### config.mk
export PLATFORM = sky130hd
export DESIGN_NAME = ll1_expression_parser
export DESIGN_NICKNAME = d
export VERILOG_FILES = /design/src/hw/rtl/ll1ep_pkg.sv /design/src/hw/rtl/ll1ep_stack.sv /design/src/hw/rtl/ll1_expression_parser.sv
export SDC_FILE = /design/constraint.sdc
export NUM_CORES = 1
export LEC_CHECK = 0
export ABC_AREA = 1
export BUFFER_PORTS_ARGS = -buffer_cell sky130_fd_sc_hd__buf_2
export CAP_MARGIN = 20
export CORE_ASPECT_RATIO = 1.2
export CORE_MARGIN = 1
export CORE_UTILIZATION = 50
export CTS_CLUSTER_DIAMETER = 150
export DETAILED_ROUTE_END_ITERATION = 10
export HOLD_SLACK_MARGIN = 0.08
export PLACE_DENSITY = 0.62
export SLEW_MARGIN = 10
export SYNTH_ARGS = -nofsm -noshare
export SYNTH_HDL_FRONTEND = slang
export SYNTH_HIERARCHICAL = 1
export SYNTH_SLANG_ARGS = --single-unit
### constraint.sdc
create_clock -name clk_i -period 6.5 [get_ports clk_i]
set_input_delay 0.65 -clock clk_i [delete_from_list [all_inputs] [get_ports clk_i]]
set_output_delay 0.65 -clock clk_i [all_outputs]
set_load 0.05 [all_outputs]
### src/hw/rtl/ll1ep_pkg.sv
// Shared codes, types and grammar tables for the LL(1) expression parser.
`timescale 1ns / 1ps

package ll1ep_pkg;

  // Stack geometry
  localparam int STACK_DEPTH = 16;
  localparam int TOP_W       = $clog2(STACK_DEPTH);

  // Grammar symbols as held on the stack
  localparam logic [3:0] SYM_END  = 4'd0;
  localparam logic [3:0] SYM_E    = 4'd1;
  localparam logic [3:0] SYM_EP   = 4'd2;
  localparam logic [3:0] SYM_T    = 4'd3;
  localparam logic [3:0] SYM_TP   = 4'd4;
  localparam logic [3:0] SYM_F    = 4'd5;
  localparam logic [3:0] SYM_ID   = 4'd6;
  localparam logic [3:0] SYM_PLUS = 4'd7;
  localparam logic [3:0] SYM_STAR = 4'd8;
  localparam logic [3:0] SYM_LP   = 4'd9;
  localparam logic [3:0] SYM_RP   = 4'd10;
  localparam logic [3:0] SYM_BAD  = 4'd15;

  // Result events
  localparam logic [2:0] EV_PROD   = 3'd0;
  localparam logic [2:0] EV_MATCH  = 3'd1;
  localparam logic [2:0] EV_ACCEPT = 3'd2;
  localparam logic [2:0] EV_BADCH  = 3'd3;
  localparam logic [2:0] EV_SYNTAX = 3'd4;
  localparam logic [2:0] EV_OVF    = 3'd5;

  // Stack operations
  localparam logic [1:0] STK_NONE   = 2'd0;
  localparam logic [1:0] STK_POP    = 2'd1;
  localparam logic [1:0] STK_EXPAND = 2'd2;
  localparam logic [1:0] STK_CLEAR  = 2'd3;

  typedef struct packed {
    logic [1:0] op;
    logic [3:0] rule;
  } stack_cmd_t;

  typedef struct packed {
    logic [3:0]       top_sym;
    logic [TOP_W-1:0] top_idx;
  } stack_stat_t;

  // Microcode: jump conditions and control word
  localparam logic [1:0] JC_IN_BEAT = 2'd0;  // jump once an input beat lands
  localparam logic [1:0] JC_LAST    = 2'd1;  // jump once the last result is issued
  localparam logic [1:0] JC_ALWAYS  = 2'd2;

  localparam int UC_W = 1;

  typedef struct packed {
    logic            in_rdy;
    logic            exec;
    logic [1:0]      jc;
    logic [UC_W-1:0] target;
  } ucode_t;

  localparam logic [UC_W-1:0] UC_FETCH = 1'd0;
  localparam logic [UC_W-1:0] UC_STEP  = 1'd1;

  function automatic ucode_t ucode_rom(input logic [UC_W-1:0] step);
    ucode_t w;
    unique case (step)
      UC_FETCH: w = '{in_rdy: 1'b1, exec: 1'b0, jc: JC_IN_BEAT, target: UC_STEP};
      UC_STEP:  w = '{in_rdy: 1'b0, exec: 1'b1, jc: JC_LAST,    target: UC_FETCH};
      default:  w = '{in_rdy: 1'b0, exec: 1'b0, jc: JC_ALWAYS,  target: UC_FETCH};
    endcase
    return w;
  endfunction

  function automatic logic [3:0] classify(input logic [7:0] c);
    logic [3:0] s;
    if ((c >= 8'h41 && c <= 8'h5a) || (c >= 8'h61 && c <= 8'h7a)) begin
      s = SYM_ID;
    end else begin
      unique case (c)
        8'h2b:   s = SYM_PLUS;
        8'h2a:   s = SYM_STAR;
        8'h28:   s = SYM_LP;
        8'h29:   s = SYM_RP;
        8'h23:   s = SYM_END;
        default: s = SYM_BAD;
      endcase
    end
    return s;
  endfunction

  // Parse table: row is the nonterminal, column the lookahead terminal
  function automatic logic [3:0] parse_rule(input logic [3:0] nt, input logic [3:0] la);
    logic [3:0] r;
    r = 4'd0;
    unique case (nt)
      SYM_E:   if (la == SYM_ID || la == SYM_LP) r = 4'd1;
      SYM_EP: begin
        if (la == SYM_PLUS) r = 4'd2;
        else if (la == SYM_RP || la == SYM_END) r = 4'd3;
      end
      SYM_T:   if (la == SYM_ID || la == SYM_LP) r = 4'd4;
      SYM_TP: begin
        if (la == SYM_STAR) r = 4'd5;
        else if (la == SYM_PLUS || la == SYM_RP || la == SYM_END) r = 4'd6;
      end
      SYM_F: begin
        if (la == SYM_ID) r = 4'd8;
        else if (la == SYM_LP) r = 4'd7;
      end
      default: r = 4'd0;
    endcase
    return r;
  endfunction

  function automatic logic [1:0] rhs_len(input logic [3:0] rule);
    logic [1:0] n;
    unique case (rule)
      4'd1, 4'd4:       n = 2'd2;
      4'd2, 4'd5, 4'd7: n = 2'd3;
      4'd8:             n = 2'd1;
      default:          n = 2'd0;
    endcase
    return n;
  endfunction

  // Right-hand side, last symbol first (slot 0 lands deepest)
  function automatic logic [3:0] rhs_sym(input logic [3:0] rule, input logic [1:0] slot);
    logic [3:0] s;
    s = SYM_END;
    unique case (rule)
      4'd1:    s = (slot == 2'd0) ? SYM_EP : SYM_T;
      4'd2:    s = (slot == 2'd0) ? SYM_EP : (slot == 2'd1) ? SYM_T : SYM_PLUS;
      4'd4:    s = (slot == 2'd0) ? SYM_TP : SYM_F;
      4'd5:    s = (slot == 2'd0) ? SYM_TP : (slot == 2'd1) ? SYM_F : SYM_STAR;
      4'd7:    s = (slot == 2'd0) ? SYM_RP : (slot == 2'd1) ? SYM_E : SYM_LP;
      4'd8:    s = SYM_ID;
      default: s = SYM_END;
    endcase
    return s;
  endfunction

endpackage

### src/hw/rtl/ll1ep_stack.sv
// Symbol stack of the parser: expand, pop and clear, one operation per cycle.
`timescale 1ns / 1ps

module ll1ep_stack (
  input  logic                   clk_i,
  input  logic                   rst_ni,
  input  ll1ep_pkg::stack_cmd_t  cmd_i,
  output ll1ep_pkg::stack_stat_t stat_o
);

  localparam int DW = ll1ep_pkg::STACK_DEPTH;
  localparam int TW = ll1ep_pkg::TOP_W;

  logic [3:0]    stack_q [DW];
  logic [3:0]    stack_d [DW];
  logic [TW-1:0] top_q, top_d;
  logic [1:0]    len;
  logic [TW:0]   widx [3];

  assign len = ll1ep_pkg::rhs_len(cmd_i.rule);

  always_comb begin
    stack_d = stack_q;
    top_d   = top_q;
    for (int i = 0; i < 3; i++) begin
      widx[i] = {1'b0, top_q} + (TW+1)'(i);
    end
    unique case (cmd_i.op)
      ll1ep_pkg::STK_POP: begin
        top_d = (top_q != '0) ? top_q - TW'(1) : '0;
      end
      ll1ep_pkg::STK_EXPAND: begin
        // Caller has already ruled out overflow and empty right-hand sides
        for (int i = 0; i < 3; i++) begin
          if (2'(i) < len && widx[i] < (TW+1)'(DW)) begin
            stack_d[widx[i][TW-1:0]] = ll1ep_pkg::rhs_sym(cmd_i.rule, 2'(i));
          end
        end
        top_d = top_q + TW'(len) - TW'(1);
      end
      ll1ep_pkg::STK_CLEAR: begin
        stack_d[0] = ll1ep_pkg::SYM_END;
        stack_d[1] = ll1ep_pkg::SYM_E;
        top_d      = TW'(1);
      end
      default: ;
    endcase
  end

  always_ff @(posedge clk_i or negedge rst_ni) begin
    if (!rst_ni) begin
      for (int j = 0; j < DW; j++) begin
        stack_q[j] <= (j == 1) ? ll1ep_pkg::SYM_E : ll1ep_pkg::SYM_END;
      end
      top_q <= TW'(1);
    end else begin
      stack_q <= stack_d;
      top_q   <= top_d;
    end
  end

  assign stat_o.top_sym = stack_q[top_q];
  assign stat_o.top_idx = top_q;

endmodule

### src/hw/rtl/ll1_expression_parser.sv
// Top level of the table-driven LL(1) parser for the expression grammar.
`timescale 1ns / 1ps

//  channel | signals                                   | direction | one beat
//  --------+-------------------------------------------+-----------+-------------------------
//  in      | in_valid_i, in_ready_o, symbol_i          | sink      | one input character
//  out     | out_valid_o, out_ready_i, event_res_o,    | source    | one parser event
//          | production_o, last_o                      |           |
//
//  Flow: the fetch step takes the character, then the step loop issues one result
//  per cycle unless the output register stalls it, 1 to 5 results per character;
//  the single stack update per step in the loop sets that rate.
//  Stalls: a result waits in the output register; the step loop holds while
//  that register is full and not drained.
//  Reset: asynchronous, active low; the stack comes up as '#' below E.

module ll1_expression_parser (
  input  logic       clk_i,
  input  logic       rst_ni,
  input  logic       in_valid_i,
  output logic       in_ready_o,
  input  logic [7:0] symbol_i,
  output logic       out_valid_o,
  input  logic       out_ready_i,
  output logic [2:0] event_res_o,
  output logic [3:0] production_o,
  output logic       last_o
);

  // Microcode sequencer: step counter plus the control word it selects
  logic [ll1ep_pkg::UC_W-1:0] step_q, step_d;
  ll1ep_pkg::ucode_t          uc;

  // Character class of the beat being worked on, and results issued so far
  logic [3:0] cls_q;
  logic [2:0] n_q, n_d;

  // Output register
  logic       out_valid_q;
  logic [2:0] ev_q;
  logic [3:0] prod_q;
  logic       last_q;

  // Step decision
  logic                   in_beat;
  logic                   can_emit;
  logic                   fire;
  logic [2:0]             ev_c;
  logic [3:0]             prod_c;
  logic                   last_c;
  logic [3:0]             rule;
  logic [1:0]             len;
  logic [ll1ep_pkg::TOP_W:0] new_top;
  logic                   is_nt;
  ll1ep_pkg::stack_cmd_t  cmd_c;
  ll1ep_pkg::stack_cmd_t  cmd;
  ll1ep_pkg::stack_stat_t stat;

  assign uc        = ll1ep_pkg::ucode_rom(step_q);
  assign in_ready_o = uc.in_rdy;
  assign in_beat   = in_valid_i & uc.in_rdy;
  assign can_emit  = ~out_valid_q | out_ready_i;
  assign fire      = uc.exec & can_emit;

  assign is_nt   = (stat.top_sym >= ll1ep_pkg::SYM_E) && (stat.top_sym <= ll1ep_pkg::SYM_F);
  assign rule    = ll1ep_pkg::parse_rule(stat.top_sym, cls_q);
  assign len     = ll1ep_pkg::rhs_len(rule);
  assign new_top = {1'b0, stat.top_idx} + (ll1ep_pkg::TOP_W+1)'(len)
                   - (ll1ep_pkg::TOP_W+1)'(1);

  // One parse step: pick the event and the stack operation it implies
  always_comb begin
    ev_c   = ll1ep_pkg::EV_SYNTAX;
    prod_c = 4'd0;
    last_c = 1'b1;
    cmd_c  = '{op: ll1ep_pkg::STK_CLEAR, rule: 4'd0};
    if (cls_q == ll1ep_pkg::SYM_BAD) begin
      ev_c = ll1ep_pkg::EV_BADCH;
    end else if (is_nt) begin
      if (n_q >= 3'd4 || rule == 4'd0) begin
        // runaway expansion or empty table entry
        ev_c = ll1ep_pkg::EV_SYNTAX;
      end else if (len != 2'd0 &&
                   new_top >= (ll1ep_pkg::TOP_W+1)'(ll1ep_pkg::STACK_DEPTH)) begin
        ev_c = ll1ep_pkg::EV_OVF;
      end else begin
        ev_c   = ll1ep_pkg::EV_PROD;
        prod_c = rule;
        last_c = 1'b0;
        cmd_c  = '{op: (len == 2'd0) ? ll1ep_pkg::STK_POP : ll1ep_pkg::STK_EXPAND,
                   rule: rule};
      end
    end else if (stat.top_sym == cls_q) begin
      if (cls_q == ll1ep_pkg::SYM_END) begin
        ev_c = ll1ep_pkg::EV_ACCEPT;
      end else begin
        ev_c  = ll1ep_pkg::EV_MATCH;
        cmd_c = '{op: ll1ep_pkg::STK_POP, rule: 4'd0};
      end
    end
  end

  // Drop the stack command unless the result actually goes out this cycle
  assign cmd = fire ? cmd_c : '{op: ll1ep_pkg::STK_NONE, rule: 4'd0};

  ll1ep_stack u_stack (
    .clk_i  (clk_i),
    .rst_ni (rst_ni),
    .cmd_i  (cmd),
    .stat_o (stat)
  );

  // Next step from the jump condition of the current control word
  always_comb begin
    step_d = step_q;
    n_d    = n_q;
    unique case (uc.jc)
      ll1ep_pkg::JC_IN_BEAT: if (in_beat) step_d = uc.target;
      ll1ep_pkg::JC_LAST:    if (fire && last_c) step_d = uc.target;
      ll1ep_pkg::JC_ALWAYS:  step_d = uc.target;
      default:               step_d = uc.target;
    endcase
    if (in_beat) begin
      n_d = 3'd0;
    end else if (fire) begin
      n_d = n_q + 3'd1;
    end
  end

  always_ff @(posedge clk_i or negedge rst_ni) begin
    if (!rst_ni) begin
      step_q      <= ll1ep_pkg::UC_FETCH;
      n_q         <= 3'd0;
      out_valid_q <= 1'b0;
    end else begin
      step_q <= step_d;
      n_q    <= n_d;
      if (fire) begin
        out_valid_q <= 1'b1;
      end else if (out_ready_i) begin
        out_valid_q <= 1'b0;
      end
    end
  end

  // Payload registers: capture the class on a beat, hold results until taken
  always_ff @(posedge clk_i) begin
    if (in_beat) begin
      cls_q <= ll1ep_pkg::classify(symbol_i);
    end
    if (fire) begin
      ev_q   <= ev_c;
      prod_q <= prod_c;
      last_q <= last_c;
    end
  end

  assign out_valid_o  = out_valid_q;
  assign event_res_o  = ev_q;
  assign production_o = prod_q;
  assign last_o       = last_q;

endmodule

==> reports/results.tsv <==
metric	value	unit
outcome	finished clean	
Final Setup Violations	0	
Worst setup SP type	flip-flop	
syn nets	1048	
max_cap viols	0	
worst setup path class	flip-flop to flip-flop	
via count	6976	
ant diodes	0	
Clock Sinks	85	
root buf cell	clkbuf_16	
most frequent cells in the layout	nand2_1, inv_1, a21oi_1	
TritonCTS clock tree	yes	
area grow syn2layout	7.31	%
Synthesis Warnings	6	
Worst Path Arrival	6.17	ns
RSZ-0062 raised after global routing	no	
Pwr Density	442	nW/um2
final hold viol count	0	
DIE WIDTH	110	um
Rows	46	
gr usage total	31.7	%
Avg Vias per Cell	5.83	
drt drc	0	
number of global-route vias before repair	6604	
Worst Setup End Kind	flip-flop	
Crit-path slowest cell	dfstp_4	
Starting Density	52.1	%
slew of the pin with the lowest slew margin	0.822	ns
crit path from	u_stack/top_q[0]	
DRT iter0 DRCs	634	
sequential share of the synthesized area	31.4	%
Buffers on Ports	21	
Max Fclk	169	MHz
DR pass1 iterations	5	
Max Root-Sink Buffers	2	
relative slew slack	45.1	%
clock insertion delay at the later pin of the skew report	0.36	ns
Mapped Avg Cell Area	6.85	um2
first-pass GRT wire length	34.8	mm
Synth cell types	58	
Final ANT Viol Nets	0	
Fin Setup TNS	0	ns
Max Transition Viols Final	0	
GRT overflow	0	
reg2reg end	u_stack/top_q[2]	
Mapped Area	6980	um2
filler cell count	1344	
initial antenna violation count	0	
Crit Path Max Fanout	16	
ys async rst share	85.9	%
Worst-path clk slew	0.06	ns
largest stage delay on the critical path	0.72	ns
final wirelength	21.7	mm
Worst Hold Class	primary input to asynchronous set/reset pin	
Core ar.	13400	um2
Syn Inst Count	1020	
TritonCTS Buffers	9	
fraction of layout cells with a size suffix above 1	15.0	%
leakage	3.91	nW
FF+latch count, synth	85	
largest net degree at the start of global routing	74	
Hold Buf Count CTS	0	
Final Skew	0.00658	ns
Placer Congestion	0.954	
Crit path required time	6.75	ns
Post-CTS Setup Bufs	0	
Post-synth EDFFs	12	
Final HPWL DP	15.3	mm
VDD IR max	368	uV
reg2reg path depth	40	
ratio of final minimum period to clock period	91.2	%
Die H	131	um
Max H-tree Level	3	
nets	1052	
reg2reg setup slack	0.57	ns
IO Count	22	
most common cell after layout, fill and taps aside	nand2_1	
total power	3.31	mW
WL/cell	18.1	um
Final Critical Period	5.93	ns
die area	14400	um2
# resized after CTS	0	
Crit Reg-Reg Startpoint	u_stack/top_q[0]	
ys flop type	dfrtp_1	
critical path, delay by kind of cell, from the launching register on:
kind	cells	cell delay [ns]
AO/OA/AOI/OAI	4	0.55
adder cells (fa/ha/maj)	5	1.28
buffers and inverters	9	0.68
flip-flops	1	0.72
AND/OR/NAND/NOR	22	2.56
cell type report:
cell class                      instances  area, um2  area share [%]
Tap cell                              168        210            2.80
Timing Repair Buffer                   35        238            3.17
Inverter                              148        567            7.56
Multi-Input combinational cell        745       3980            53.1
Sequential cell                        85       2190            29.3
Clock inverter                          6       77.6            1.04
Clock buffer                           10        229            3.06
power by group:
part	internal [mW]	total (mW)	switching [mW]
logic	0.555	1.90	1.34
clock network	0.333	0.558	0.225
registers	0.721	0.856	0.136
total	1.61	3.31	1.70
worst max-delay path by stage:
stage	to	slack [ns]	cells after the start
4_1_cts	u_stack/top_q[2]	0.46	40
6_report	u_stack/top_q[2]	0.57	40
3_5_place_dp	u_stack/top_q[2]	0.49	40
3_3_place_gp	u_stack/top_q[2]	0.60	40
5_1_grt	u_stack/top_q[2]	0.02	40
2_1_floorplan	u_stack/top_q[2]	1.20	43
flip-flops by register name, summed over array words and instances, names as in the netlist:
| name | cells |
|---|---|
| event_res_o | 3 |
| cls_q | 4 |
| u_stack/top_q | 4 |
| out_valid_o | 1 |
| production_o | 4 |
| step_q | 1 |
| last_o | 1 |
| n_q | 3 |
| u_stack/stack_q | 64 |
logic make-up after synthesis:
| logic type | synth area share [%] |
|---|---|
| DFF | 31.4 |
| and+or+nand+nor | 34.2 |
| xor gates and xnor gates | 0.878 |
| buffers and inverters | 12.0 |
| AOI/OAI and AO/OA | 18.6 |
| adders and majority gates | 2.97 |
through the flow:
stage / worst slack, ns / hold WS [ns] / utilization, % / area, um2 / instances
3_5_place_dp: 0.489 / 0.469 / 53.3 / 7140 / 1180
6_report: 0.572 / 0.230 / 55.9 / 7490 / 1197
4_1_cts: 0.465 / 0.487 / 55.6 / 7450 / 1196
2_1_floorplan: 1.20 / 0.354 / - / 6980 / 1020
5_1_grt: 0.0208 / 0.268 / 55.9 / 7490 / 1197
3_3_place_gp: 0.598 / 0.461 / 53.3 / 7140 / 1180
Yosys cell counts, drive strengths merged (2+ instances only):
library cell | number | area, um2
nor3 | 17 | 110
nand4 | 10 | 83.8
o31ai | 3 | 22.5
a21oi | 98 | 502
a31oi | 11 | 75.1
nor2 | 94 | 437
a221oi | 2 | 30.0
clkbuf | 11 | 41.3
dfrtp | 71 | 1780
dfstp | 2 | 52.6
a211oi | 3 | 22.5
ha | 15 | 188
o22ai | 20 | 125
buf | 31 | 234
a22oi | 9 | 77.6
nand3 | 86 | 571
nand2 | 284 | 1130
edfxtp | 12 | 360
nand3b | 3 | 26.3
and2 | 2 | 12.5
xor2 | 5 | 43.8
xnor2 | 2 | 17.5
inv | 148 | 563
o21ai | 69 | 357
o2111ai | 2 | 17.5
o311ai | 2 | 17.5
routing by layer:
metal | GRT usage, % | share of wire (%) | up-vias
met2 | 51.1 | 48 | 254
met5 | 0 | 0 | -
met1 | 40.2 | 43 | 3305
met4 | 15.6 | 4.6 | 0
met3 | 5.56 | 5.2 | 65
li1 | - | - | 3352
(Power assumes the default switching activity.)
